### src/hw/rtl/ipdcd_pkg.sv
// shared types, constants and helpers of the pulse-distance ir command decoder
package ipdcd_pkg;

    localparam int CNT_W           = 20;
    localparam int CODE_W          = 8;
    localparam int CFG_IDX_W       = 3;
    localparam int FRAME_DEPTH_DEF = 64;
    localparam int BIT_BASE        = 17;
    localparam int CMD_BITS        = 8;

    localparam logic [CNT_W-1:0] CNT_MAX = {CNT_W{1'b1}};

    localparam logic [CNT_W-1:0]  TIMEOUT_RST     = 20'd1000000;
    localparam logic [CNT_W-1:0]  LEADER_LOW_RST  = 20'd10000;
    localparam logic [CNT_W-1:0]  LEADER_HIGH_RST = 20'd14000;
    localparam logic [CNT_W-1:0]  ONE_LOW_RST     = 20'd2000;
    localparam logic [CNT_W-1:0]  ONE_HIGH_RST    = 20'd2300;
    localparam logic [CODE_W-1:0] ON_CODE_RST     = 8'd70;
    localparam logic [CODE_W-1:0] OFF_CODE_RST    = 8'd69;

    typedef enum logic [CFG_IDX_W-1:0] {
        REG_TIMEOUT     = 3'd0,
        REG_LEADER_LOW  = 3'd1,
        REG_LEADER_HIGH = 3'd2,
        REG_ONE_LOW     = 3'd3,
        REG_ONE_HIGH    = 3'd4,
        REG_ON_CODE     = 3'd5,
        REG_OFF_CODE    = 3'd6
    } cfg_reg_t;

    typedef struct packed {
        logic [CNT_W-1:0]  timeout_ticks;
        logic [CNT_W-1:0]  leader_low;
        logic [CNT_W-1:0]  leader_high;
        logic [CNT_W-1:0]  one_low;
        logic [CNT_W-1:0]  one_high;
        logic [CODE_W-1:0] on_code;
        logic [CODE_W-1:0] off_code;
    } cfg_t;

    function automatic logic in_range(input logic [CNT_W-1:0] v,
                                      input logic [CNT_W-1:0] lo,
                                      input logic [CNT_W-1:0] hi);
        return (v >= lo) && (v <= hi);
    endfunction

endpackage

### src/hw/rtl/ipdcd_cfg.sv
// configuration register file of the ir command decoder
module ipdcd_cfg (
    input  logic                            aclk,
    input  logic                            aresetn,
    input  logic                            cfg_valid,
    output logic                            cfg_ready,
    input  logic [ipdcd_pkg::CFG_IDX_W-1:0] cfg_index,
    input  logic [ipdcd_pkg::CNT_W-1:0]     cfg_data,
    output ipdcd_pkg::cfg_t                 cfg
);

    ipdcd_pkg::cfg_t cfg_reg;

    assign cfg_ready = 1'b1;
    assign cfg       = cfg_reg;

    always_ff @(posedge aclk) begin
        if (!aresetn) begin
            cfg_reg.timeout_ticks <= ipdcd_pkg::TIMEOUT_RST;
            cfg_reg.leader_low    <= ipdcd_pkg::LEADER_LOW_RST;
            cfg_reg.leader_high   <= ipdcd_pkg::LEADER_HIGH_RST;
            cfg_reg.one_low       <= ipdcd_pkg::ONE_LOW_RST;
            cfg_reg.one_high      <= ipdcd_pkg::ONE_HIGH_RST;
            cfg_reg.on_code       <= ipdcd_pkg::ON_CODE_RST;
            cfg_reg.off_code      <= ipdcd_pkg::OFF_CODE_RST;
        end else if (cfg_valid) begin
            case (cfg_index)
                ipdcd_pkg::REG_TIMEOUT:     cfg_reg.timeout_ticks <= cfg_data;
                ipdcd_pkg::REG_LEADER_LOW:  cfg_reg.leader_low    <= cfg_data;
                ipdcd_pkg::REG_LEADER_HIGH: cfg_reg.leader_high   <= cfg_data;
                ipdcd_pkg::REG_ONE_LOW:     cfg_reg.one_low       <= cfg_data;
                ipdcd_pkg::REG_ONE_HIGH:    cfg_reg.one_high      <= cfg_data;
                ipdcd_pkg::REG_ON_CODE: begin
                    cfg_reg.on_code <= cfg_data[ipdcd_pkg::CODE_W-1:0];
                end
                ipdcd_pkg::REG_OFF_CODE: begin
                    cfg_reg.off_code <= cfg_data[ipdcd_pkg::CODE_W-1:0];
                end
                default: ;
            endcase
        end
    end

endmodule

### src/hw/rtl/ipdcd_store.sv
// interval memory, one write and one registered read port, entries read zero until written
module ipdcd_store #(
    parameter int DEPTH = ipdcd_pkg::FRAME_DEPTH_DEF,
    parameter int AW    = $clog2(DEPTH)
) (
    input  logic                        aclk,
    input  logic                        aresetn,
    input  logic                        wr_en,
    input  logic [AW-1:0]               wr_addr,
    input  logic [ipdcd_pkg::CNT_W-1:0] wr_data,
    input  logic                        rd_en,
    input  logic [AW-1:0]               rd_addr,
    output logic [ipdcd_pkg::CNT_W-1:0] rd_data
);

    logic [ipdcd_pkg::CNT_W-1:0] mem [DEPTH];
    logic [DEPTH-1:0]            written_reg;
    logic [ipdcd_pkg::CNT_W-1:0] rd_data_reg;
    logic                        rd_written_reg;

    always_ff @(posedge aclk) begin
        if (wr_en) begin
            mem[wr_addr] <= wr_data;
        end
        if (rd_en) begin
            rd_data_reg <= mem[rd_addr];
        end
    end

    always_ff @(posedge aclk) begin
        if (!aresetn) begin
            written_reg    <= '0;
            rd_written_reg <= 1'b0;
        end else begin
            if (wr_en) begin
                written_reg[wr_addr] <= 1'b1;
            end
            if (rd_en) begin
                rd_written_reg <= written_reg[rd_addr];
            end
        end
    end

    assign rd_data = rd_written_reg ? rd_data_reg : '0;

endmodule

### src/hw/rtl/ipdcd_seq.sv
// tick sequencer: interval capture, frame-end scan of the interval memory and result register
module ipdcd_seq #(
    parameter int DEPTH = ipdcd_pkg::FRAME_DEPTH_DEF,
    parameter int AW    = $clog2(DEPTH),
    parameter int IW    = $clog2(DEPTH + 1)
) (
    input  logic                         aclk,
    input  logic                         aresetn,
    input  ipdcd_pkg::cfg_t              cfg,
    input  logic                         s_valid,
    output logic                         s_ready,
    input  logic                         s_falling_edge,
    output logic                         m_valid,
    input  logic                         m_ready,
    output logic                         m_led_level,
    output logic [ipdcd_pkg::CODE_W-1:0] m_command_byte,
    output logic                         m_frame_done,
    output logic                         m_frame_valid,
    output logic                         wr_en,
    output logic [AW-1:0]                wr_addr,
    output logic [ipdcd_pkg::CNT_W-1:0]  wr_data,
    output logic                         rd_en,
    output logic [AW-1:0]                rd_addr,
    input  logic [ipdcd_pkg::CNT_W-1:0]  rd_data
);

    localparam logic [3:0] SCAN_LAST = 4'(ipdcd_pkg::CMD_BITS + 1);
    localparam logic [3:0] SCAN_READS = 4'(ipdcd_pkg::CMD_BITS);

    typedef enum logic [1:0] {
        ST_IDLE,
        ST_SCAN,
        ST_FINISH,
        ST_PUSH
    } state_t;

    state_t                         state_reg;
    logic                           started_reg;
    logic [ipdcd_pkg::CNT_W-1:0]    tick_reg;
    logic [ipdcd_pkg::CNT_W-1:0]    tick_next;
    logic [IW-1:0]                  idx_reg;
    logic [3:0]                     scan_reg;
    logic [ipdcd_pkg::CODE_W-1:0]   cmd_reg;
    logic                           leader_ok_reg;
    logic                           done_reg;
    logic [ipdcd_pkg::CODE_W-1:0]   decoded_reg;
    logic                           led_reg;
    logic                           m_valid_reg;
    logic                           m_led_level_reg;
    logic [ipdcd_pkg::CODE_W-1:0]   m_command_byte_reg;
    logic                           m_frame_done_reg;
    logic                           m_frame_valid_reg;
    logic                           accept;
    logic                           room;
    logic [2:0]                     bit_sel;

    assign s_ready        = (state_reg == ST_IDLE);
    assign accept         = s_valid && s_ready;
    assign room           = (idx_reg < IW'(DEPTH));
    assign tick_next      = (started_reg && tick_reg != ipdcd_pkg::CNT_MAX)
                            ? tick_reg + 1'b1 : tick_reg;
    assign bit_sel        = 3'(scan_reg - 4'd2);

    assign m_valid        = m_valid_reg;
    assign m_led_level    = m_led_level_reg;
    assign m_command_byte = m_command_byte_reg;
    assign m_frame_done   = m_frame_done_reg;
    assign m_frame_valid  = m_frame_valid_reg;

    // capture write on an edge, clear of interval 0 at frame end
    always_comb begin
        wr_en   = (accept && s_falling_edge && started_reg && room)
                  || (state_reg == ST_FINISH);
        wr_addr = (state_reg == ST_FINISH) ? '0 : idx_reg[AW-1:0];
        wr_data = (state_reg == ST_FINISH) ? '0 : tick_next;
        rd_en   = (state_reg == ST_SCAN) && (scan_reg <= SCAN_READS);
        rd_addr = (scan_reg == 4'd0) ? '0
                  : AW'(ipdcd_pkg::BIT_BASE - 1) + AW'(scan_reg);
    end

    always_ff @(posedge aclk) begin
        if (!aresetn) begin
            state_reg         <= ST_IDLE;
            started_reg       <= 1'b0;
            tick_reg          <= '0;
            idx_reg           <= '0;
            scan_reg          <= '0;
            cmd_reg           <= '0;
            leader_ok_reg     <= 1'b0;
            done_reg          <= 1'b0;
            decoded_reg       <= '0;
            led_reg           <= 1'b0;
            m_valid_reg       <= 1'b0;
        end else begin
            if (m_ready && state_reg != ST_PUSH) begin
                m_valid_reg <= 1'b0;
            end
            case (state_reg)
                ST_IDLE: begin
                    if (accept) begin
                        done_reg      <= 1'b0;
                        leader_ok_reg <= 1'b0;
                        if (s_falling_edge) begin
                            started_reg <= 1'b1;
                            if (started_reg && room) begin
                                idx_reg <= idx_reg + 1'b1;
                            end
                            tick_reg  <= '0;
                            state_reg <= ST_PUSH;
                        end else if (started_reg && tick_next >= cfg.timeout_ticks) begin
                            tick_reg  <= tick_next;
                            scan_reg  <= '0;
                            cmd_reg   <= '0;
                            state_reg <= ST_SCAN;
                        end else begin
                            tick_reg  <= tick_next;
                            state_reg <= ST_PUSH;
                        end
                    end
                end
                ST_SCAN: begin
                    // read data of the previous step arrives here
                    if (scan_reg == 4'd1) begin
                        leader_ok_reg <= ipdcd_pkg::in_range(rd_data, cfg.leader_low,
                                                             cfg.leader_high);
                    end
                    if (scan_reg >= 4'd2) begin
                        cmd_reg[bit_sel] <= ipdcd_pkg::in_range(rd_data, cfg.one_low,
                                                                cfg.one_high);
                    end
                    scan_reg <= scan_reg + 1'b1;
                    if (scan_reg == SCAN_LAST) begin
                        state_reg <= ST_FINISH;
                    end
                end
                ST_FINISH: begin
                    started_reg <= 1'b0;
                    idx_reg     <= '0;
                    tick_reg    <= '0;
                    done_reg    <= 1'b1;
                    decoded_reg <= leader_ok_reg ? cmd_reg : '0;
                    if (leader_ok_reg) begin
                        if (cmd_reg == cfg.on_code) begin
                            led_reg <= 1'b1;
                        end else if (cmd_reg == cfg.off_code) begin
                            led_reg <= 1'b0;
                        end
                    end
                    state_reg <= ST_PUSH;
                end
                ST_PUSH: begin
                    if (!m_valid_reg || m_ready) begin
                        m_valid_reg        <= 1'b1;
                        m_led_level_reg    <= led_reg;
                        m_command_byte_reg <= decoded_reg;
                        m_frame_done_reg   <= done_reg;
                        m_frame_valid_reg  <= done_reg && leader_ok_reg;
                        state_reg          <= ST_IDLE;
                    end
                end
                default: begin
                    state_reg <= ST_IDLE;
                end
            endcase
        end
    end

    a_idx_bound: assert property (@(posedge aclk) disable iff (!aresetn)
        idx_reg <= IW'(DEPTH))
        else $error("edge index past store depth");

    a_no_rw_overlap: assert property (@(posedge aclk) disable iff (!aresetn)
        !(rd_en && wr_en))
        else $error("interval memory read and write in one cycle");

    a_finish_clears: assert property (@(posedge aclk) disable iff (!aresetn)
        state_reg == ST_FINISH |=> !started_reg && idx_reg == '0 && tick_reg == '0)
        else $error("frame end did not clear frame state");

    a_valid_needs_done: assert property (@(posedge aclk) disable iff (!aresetn)
        m_valid_reg && m_frame_valid_reg |-> m_frame_done_reg)
        else $error("frame valid without frame done");

endmodule

### src/hw/rtl/ir_pulse_distance_command_decoder_core.sv
// top level of the pulse-distance ir command decoder
// One input word is one microsecond tick carrying a falling-edge flag; each tick returns one
// result word with the led level, the last decoded command and the frame done/valid flags.
// A tick that does not end a frame is accepted, then loaded into the output register once it is free.
// A tick that ends a frame starts a scan: the interval memory has a single read port, so the
// leader interval and the eight command intervals are read one per cycle, followed by the
// write-back that clears interval 0 and the output load. Results wait in an output register, so
// the next tick is taken while the previous result is still pending. Configuration writes are
// taken every cycle and must only be issued while no tick is in flight. No memory clearing pass
// is needed after reset: each memory entry has a flop marking it written and reads zero before.
module ir_pulse_distance_command_decoder_core #(
    parameter int FRAME_DEPTH = ipdcd_pkg::FRAME_DEPTH_DEF
) (
    input  logic                            aclk,
    input  logic                            aresetn,
    input  logic                            cfg_valid,
    output logic                            cfg_ready,
    input  logic [ipdcd_pkg::CFG_IDX_W-1:0] cfg_index,
    input  logic [ipdcd_pkg::CNT_W-1:0]     cfg_data,
    input  logic                            s_valid,
    output logic                            s_ready,
    input  logic                            s_falling_edge,
    output logic                            m_valid,
    input  logic                            m_ready,
    output logic                            m_led_level,
    output logic [ipdcd_pkg::CODE_W-1:0]    m_command_byte,
    output logic                            m_frame_done,
    output logic                            m_frame_valid
);

    localparam int AW = $clog2(FRAME_DEPTH);
    localparam int IW = $clog2(FRAME_DEPTH + 1);

    ipdcd_pkg::cfg_t             cfg;
    logic                        wr_en;
    logic [AW-1:0]               wr_addr;
    logic [ipdcd_pkg::CNT_W-1:0] wr_data;
    logic                        rd_en;
    logic [AW-1:0]               rd_addr;
    logic [ipdcd_pkg::CNT_W-1:0] rd_data;

    ipdcd_cfg u_cfg (
        .aclk      (aclk),
        .aresetn   (aresetn),
        .cfg_valid (cfg_valid),
        .cfg_ready (cfg_ready),
        .cfg_index (cfg_index),
        .cfg_data  (cfg_data),
        .cfg       (cfg)
    );

    ipdcd_store #(
        .DEPTH (FRAME_DEPTH),
        .AW    (AW)
    ) u_store (
        .aclk    (aclk),
        .aresetn (aresetn),
        .wr_en   (wr_en),
        .wr_addr (wr_addr),
        .wr_data (wr_data),
        .rd_en   (rd_en),
        .rd_addr (rd_addr),
        .rd_data (rd_data)
    );

    ipdcd_seq #(
        .DEPTH (FRAME_DEPTH),
        .AW    (AW),
        .IW    (IW)
    ) u_seq (
        .aclk           (aclk),
        .aresetn        (aresetn),
        .cfg            (cfg),
        .s_valid        (s_valid),
        .s_ready        (s_ready),
        .s_falling_edge (s_falling_edge),
        .m_valid        (m_valid),
        .m_ready        (m_ready),
        .m_led_level    (m_led_level),
        .m_command_byte (m_command_byte),
        .m_frame_done   (m_frame_done),
        .m_frame_valid  (m_frame_valid),
        .wr_en          (wr_en),
        .wr_addr        (wr_addr),
        .wr_data        (wr_data),
        .rd_en          (rd_en),
        .rd_addr        (rd_addr),
        .rd_data        (rd_data)
    );

endmodule
### config.mk
export PLATFORM = sky130hd
export DESIGN_NAME = ir_pulse_distance_command_decoder_core
export DESIGN_NICKNAME = d
export VERILOG_FILES = /design/src/hw/rtl/ipdcd_pkg.sv /design/src/hw/rtl/ipdcd_cfg.sv /design/src/hw/rtl/ipdcd_store.sv /design/src/hw/rtl/ipdcd_seq.sv /design/src/hw/rtl/ir_pulse_distance_command_decoder_core.sv
export SDC_FILE = /design/constraint.sdc
export NUM_CORES = 1
export LEC_CHECK = 0
export ABC_AREA = 1
export BUFFER_PORTS_ARGS = -buffer_cell sky130_fd_sc_hd__buf_4
export CORE_MARGIN = 2
export CORE_UTILIZATION = 45
export DETAILED_ROUTE_END_ITERATION = 6
export GPL_ROUTABILITY_DRIVEN = 0
export RECOVER_POWER = 50
export SETUP_SLACK_MARGIN = 0.5
export SKIP_CTS_REPAIR_TIMING = 1
export SLEW_MARGIN = 20
export SYNTH_ARGS = -nofsm -noshare
export SYNTH_HDL_FRONTEND = slang
export SYNTH_SLANG_ARGS = --single-unit
### constraint.sdc
create_clock -name aclk -period 3.8 [get_ports aclk]
set_input_delay 0.76 -clock aclk [delete_from_list [all_inputs] [get_ports aclk]]
set_output_delay 0.76 -clock aclk [all_outputs]
set_load 0.05 [all_outputs]
==> results of run 1 <==
## per-layer routing
layer,wire length [um],vias to the layer above,GRT usage,share of wire
li1,-,9457,-,-
met1,30900,9413,0.312,0.45
met2,32300,565,0.368,0.47
met3,4130,108,0.0325,0.060
met4,1950,0,0.0817,0.028
met5,0,-,0,0
## cell usage in the layout (no fill, tap or decap), types with 4 or more instances in the layout
cell / count
o21ai_1: 9
clkbuf_8: 4
nor3_2: 8
clkbuf_2: 5
o21ai_0: 245
o31ai_1: 7
inv_1: 259
nor2_2: 26
nand2_1: 395
o22ai_1: 6
buf_12: 9
xor2_1: 17
nor3_1: 15
o21a_1: 6
nand4_1: 32
nand2_2: 10
dfxtp_1: 177
clkbuf_16: 68
ha_4: 4
edfxtp_1: 403
inv_2: 5
dfxtp_2: 10
nand3_1: 77
a21oi_2: 4
buf_4: 70
o32ai_1: 13
a21oi_1: 175
clkbuf_1: 46
bufinv_16: 4
nor2_1: 440
o211ai_1: 105
ha_1: 105
xnor2_1: 10
clkinv_2: 14
or2_2: 15
clkinv_1: 11
## where the power goes
| group | total, mW | internal [mW] | switching (mW) |
|---|---|---|---|
| sequential | 7.52 | 7.37 | 0.153 |
| combinational | 3.14 | 0.919 | 2.22 |
| clock | 6.23 | 3.61 | 2.62 |
## worst max-delay path by stage
stage               cells past startpoint                            start                         endpoint
floorplan                               8  u_seq.state_reg[0]$_SDFFE_PN0P_     u_store.mem[20][0]$_DFFE_PP_
global placement                       24   u_seq.tick_reg[0]$_SDFFE_PN0P_    u_seq.cmd_reg[0]$_SDFFE_PN0P_
detailed placement                     24   u_seq.tick_reg[0]$_SDFFE_PN0P_    u_seq.cmd_reg[3]$_SDFFE_PN0P_
CTS                                    24   u_seq.tick_reg[0]$_SDFFE_PN0P_    u_seq.cmd_reg[3]$_SDFFE_PN0P_
global route                            7  u_seq.state_reg[0]$_SDFFE_PN0P_  u_seq.tick_reg[13]$_SDFFE_PN0P_
finish                                 24   u_seq.tick_reg[0]$_SDFFE_PN0P_    u_seq.cmd_reg[2]$_SDFFE_PN0P_
## cell type report
cell class	instances	area, um^2
timing repair buffer	118	891
sequential	592	15900
fill	5331	28600
inverter	268	1020
tap	773	967
clock buffer	85	1780
multi-input combinational	1750	9330
clock inverter	34	309
## worst max-delay path: cells and delay by family, from the launching register on
kind / cells / cell delay, ns
AND/OR/NAND/NOR: 17 / 1.75
adder cells (fa/ha/maj): 2 / 0.44
flip-flops: 1 / 0.39
buffers and inverters: 4 / 0.38
AO/OA/AOI/OAI: 1 / 0.06
## kinds of logic after synthesis
logic type,after synthesis,share of synthesized area
simple gates,1031,0.158
flops,592,0.597
compound gates,581,0.124
buf+inv,403,0.0612
fa+ha+maj,109,0.0512
xor+xnor,28,0.00921
other cells,1,0.000141
## metrics by stage
| stage | cell area [um^2] | cells | util | hold WS (ns) |
|---|---|---|---|---|
| floorplan | 26600 | 2745 | - | 0.408 |
| global placement | 28000 | 3493 | 0.476 | 0.419 |
| detailed placement | 28000 | 3493 | 0.476 | 0.417 |
| CTS | 30100 | 3612 | 0.512 | 0.426 |
| global route | 30200 | 3620 | 0.514 | 0.442 |
| finish | 30200 | 3620 | 0.514 | 0.428 |
==> flow_summary_export.csv, run 1 <==
group,metric,value,unit
layout,antenna_cells,0,
detailed_routing,drt_pass1_iterations,5,
synth,ys.flop_type,"edfxtp_1",
sta,setup_viol,0,
floorplanning,initial_core_util,0.453,
cts,clock_latency,0.61,ns
cts,cts_made_buffers,66,
pwr,p_leak,11.8,nW
global_routing,grt_overflow,0,
setup_path,critPathMaxStageDelay,0.39,ns
cts,cts.clk_slew.worst_paths,0.06,ns
pwr,powerDensity,559,nW/um^2
setup_path,cp_cell_sequence,"ha_4, nand2_2, inv_1, nand2_1, nor2_2, nand2_2, nand2_4, inv_8, or2_2, nand2_1, inv_1, ha_4, nand2_2, nor2_4, nand2_1, nor2_1, nand2_1, nand4_1, nand2_1, nand2_4, clkbuf_16, nand3_1, nand2_1, a21oi_1",
sta,finClkSkew,0.0248,ns
synth,synth-seq-area-share,0.597,
outcome,status,"finished with violations",
global_routing,track_usage,0.227,
setup_path,endpoint_kind,"register",
synth,synthMostInstantiatedCell,"nor2_1",
sta,drv_slew,238,
sta,setup_tns,0,ns
cts,h-tree-depth,3,
sta,min_period,3.30,ns
sta,worst_pin_slew,2.81,ns
cts,tritoncts,"done",
synth,syn_nets,2883,
detailed_routing,antenna_left,0,
global_routing,first_global_vias,18600,
synth,syn_area,26600,um^2
outcome,violations,"max-capacitance violations, max-slew violations",
setup_path,arrival,3.64,ns
placement,io_buffers,41,
detailed_routing,vias,19500,
synth,yosys.area.top_type,"edfxtp_1",
sta,worst_slack,0.503,ns
cts,clock-root-buffer,"clkbuf_16",
synth,postSynthCellCount,2745,
setup_path,r2r-start,"u_seq.tick_reg[0]$_SDFFE_PN0P_",
hold_path,hold_end,"u_seq.m_command_byte[6]$_DFFE_PP_",
setup_path,r2r_slack,0.50,ns
placement,dp_slack,0.189,ns
floorplanning,die_h,247,um
layout,area_growth,13.4,%
synth,syn_area_per_cell,9.70,um^2
layout,drive_gt1_frac,0.0991,
hold_path,hold_start,"u_seq.decoded_reg[6]$_SDFFE_PN0P_",
pwr,p_total,16.9,mW
synth,synth_top_area_frac,0.454,
sta,hold_viol,0,
synth,synthTopCellsByArea,"edfxtp_1 (45%), dfxtp_1 (14%), nor2_1 (6.5%)",
synth,synth_edf_count,403,
setup_path,startpoint_type,"register",
pwr,vdd_drop_max,332,uV
layout,largest_register_ffs,372,
setup_path,reg2reg_depth,24,
cts,clockBufferDepth,3,
global_routing,antenna_found_initial,0,
floorplanning,rows,89,
sta,fmax,303,MHz
global_routing,grt_max_degree,105,
setup_path,crit_type,"reg -> reg",
synth,async_reset_ff_frac,0,
setup_path,slowest_stage,"dfxtp_4",
synth,synth_common_cells,"nor2_1 (460), nand2_1 (404), edfxtp_1 (403)",
synth,yosys_warnings,0,
setup_path,reg2reg_to,"u_seq.cmd_reg[2]$_SDFFE_PN0P_",
detailed_routing,wl_per_cell,19.1,um
floorplanning,fp.dieW,247,um
synth,ys_types,48,
floorplanning,fp.dieArea,61100,um^2
setup_path,path_common_cell,"nand2_1",
synth,ys_ff_latch,592,
hold_path,hp-class,"reg -> reg",
detailed_routing,drt-initial-drc-count,1775,
placement,dp_hpwl,42.9,mm
cts,clock_sinks,592,
hold_path,whs_path_depth,0,
detailed_routing,avgViaCountPerCell,5.40,
global_routing,grt_pass1_wl,106,mm
layout,final_nets,2934,
floorplanning,ios,43,
sta,slew_headroom,-0.875,
sta,grt_setup_unrepaired,"true",
detailed_routing,wirelength,69.2,mm
setup_path,path_max_fanout,19,
flow_run,drv_cap,4,
setup_path,required,4.14,ns
floorplanning,core,58800,um^2
detailed_routing,drc_errors,0,
sta,fin_crit_sh,0.868,
No activity file was read; power rests on OpenSTA's default activity.
==> inputs of run 2 (changes only) <==
CTS_BUF_LIST = sky130_fd_sc_hd__clkbuf_4   (was unset)
==> run 2 against run 1 <==
Effect of this change:
- the flow still finishes with violations (max-capacitance violations, max-slew violations)
- hold slack worse by 0.36 ns
- combinational power about the same
- fmax up 0.75%
- largest cell class unchanged
==> flow_summary_export.csv, run 2 (synthesis gave the netlist of run 1 again) <==
group,metric,value,unit
outcome,status,"finished with violations",
outcome,violations,"max-capacitance violations, max-slew violations",
sta,hold_viol,0,
floorplanning,fp.dieArea,61100,um^2
cts,h-tree-depth,4,
detailed_routing,wl_per_cell,18.5,um
setup_path,endpoint_kind,"register",
cts,clock_sinks,592,
sta,slew_headroom,-0.0227,
setup_path,slowest_stage,"clkbuf_1",
cts,clockBufferDepth,3,
detailed_routing,wirelength,70.2,mm
sta,setup_viol,0,
setup_path,required,4.72,ns
floorplanning,fp.dieW,247,um
layout,final_cell_mix,"nor2_1 (440), edfxtp_1 (403), nand2_1 (397), inv_1 (259), o21ai_0 (245)",
floorplanning,ios,43,
layout,area_growth,13.3,%
pwr,vdd_drop_max,282,uV
cts,clock-root-buffer,"clkbuf_4",
setup_path,arrival,4.19,ns
layout,instances_no_fill,3792,
global_routing,grt_pass1_wl,108,mm
floorplanning,die_h,247,um
sta,setup_tns,0,ns
placement,io_buffers,41,
global_routing,antenna_found_initial,2,
floorplanning,initial_core_util,0.453,
global_routing,grt_overflow,0,
setup_path,cp_cell_sequence,"inv_1, ha_1, clkbuf_1, clkinv_1, clkbuf_1, nand2_1, o21ai_1, buf_4, nor2_1, buf_4, nand4_1, a21oi_1",
layout,largest_register_ffs,372,
sta,worst_pin_slew,1.52,ns
detailed_routing,vias,20200,
placement,dp_hpwl,42.9,mm
sta,fin_crit_sh,0.861,
setup_path,path_max_fanout,21,
hold_path,hp-class,"in -> reg",
floorplanning,core,58800,um^2
cts,cts_made_buffers,159,
cts,tritoncts,"done",
detailed_routing,drc_errors,0,
sta,fmax,306,MHz
global_routing,grt_max_degree,105,
detailed_routing,drt-initial-drc-count,1501,
sta,drv_slew,12,
layout,final.fill_count,5418,
sta,finClkSkew,0.0524,ns
setup_path,crit_type,"reg -> reg",
layout,drive_gt1_frac,0.144,
setup_path,critPathMaxStageDelay,0.48,ns
setup_path,startpoint_type,"register",
detailed_routing,drt_pass1_iterations,5,
cts,clock_latency,1.00,ns
layout,final_nets,3027,
global_routing,first_global_vias,19500,
pwr,powerDensity,542,nW/um^2
sta,grt_setup_unrepaired,"false",
layout,mostFrequentLayoutCell,"nor2_1",
detailed_routing,avgViaCountPerCell,5.34,
pwr,p_leak,12.0,nW
global_routing,track_usage,0.232,
detailed_routing,antenna_left,0,
placement,dp.cells,3493,
cts,cts.clk_slew.worst_paths,0.07,ns
sta,min_period,3.27,ns
flow_run,drv_cap,1,
floorplanning,rows,89,
[run 2: through the flow]
step	setup slack, ns	util	cell area (um^2)	hold slack, ns	total power [mW]
floorplan	0.406	-	26600	0.408	9.61
global placement	0.267	0.476	28000	0.419	10.6
detailed placement	0.189	0.476	28000	0.417	10.7
CTS	0.138	0.511	30100	-0.0284	16.5
global route	0.268	0.513	30200	0.0172	17.3
finish	0.527	0.513	30200	0.0719	16.4
[run 2: worst paths after layout]
check | cells after the start | slack [ns] | endpoint | startpoint
setup / recovery | 12 | 0.53 | u_seq.tick_reg[15]$_SDFFE_PN0P_ | u_seq.state_reg[0]$_SDFFE_PN0P_
hold / removal | 3 | 0.07 | u_cfg.cfg[65]$_SDFFE_PN1P_ | cfg_data[9]
setup reg to reg | 12 | 0.53 | u_seq.tick_reg[15]$_SDFFE_PN0P_ | u_seq.state_reg[0]$_SDFFE_PN0P_
hold reg to reg | 0 | 0.43 | u_seq.m_command_byte[7]$_DFFE_PP_ | u_seq.decoded_reg[7]$_SDFFE_PN0P_
[run 2: layout make-up]
class / count / area, um^2 / share of cell area
clock inverter: 45 / 264 / 0.00875
clock buffer: 241 / 1810 / 0.0600
antenna: 5 / 12.5 / 0.000415
sequential: 592 / 15900 / 0.527
inverter: 268 / 1020 / 0.0338
multi-input combinational: 1750 / 9310 / 0.308
tap: 773 / 967 / 0.0321
timing repair buffer: 118 / 883 / 0.0293
[run 2: per-layer routing]
| layer | global-route usage | share of wire |
|---|---|---|
| met4 | 0.102 | 0.030 |
| met2 | 0.371 | 0.46 |
| met3 | 0.0483 | 0.065 |
| met5 | 0 | 0 |
| met1 | 0.306 | 0.44 |
[run 2: critical path, delay by kind of cell, from the launching register on]
family	cells	cell delay (ns)
AND/OR/NAND/NOR	3	0.51
AO/OA/AOI/OAI	2	0.28
buffers and inverters	6	1.61
adder cells (fa/ha/maj)	1	0.47
flip-flops	1	0.33
[run 2: power by group]
part,leakage (nW),switching (mW),internal (mW),total (mW)
registers,5.52,0.153,7.37,7.52
clock network,1.23,2.66,3.04,5.70
logic,5.27,2.22,0.911,3.13
total,12.0,5.03,11.3,16.4
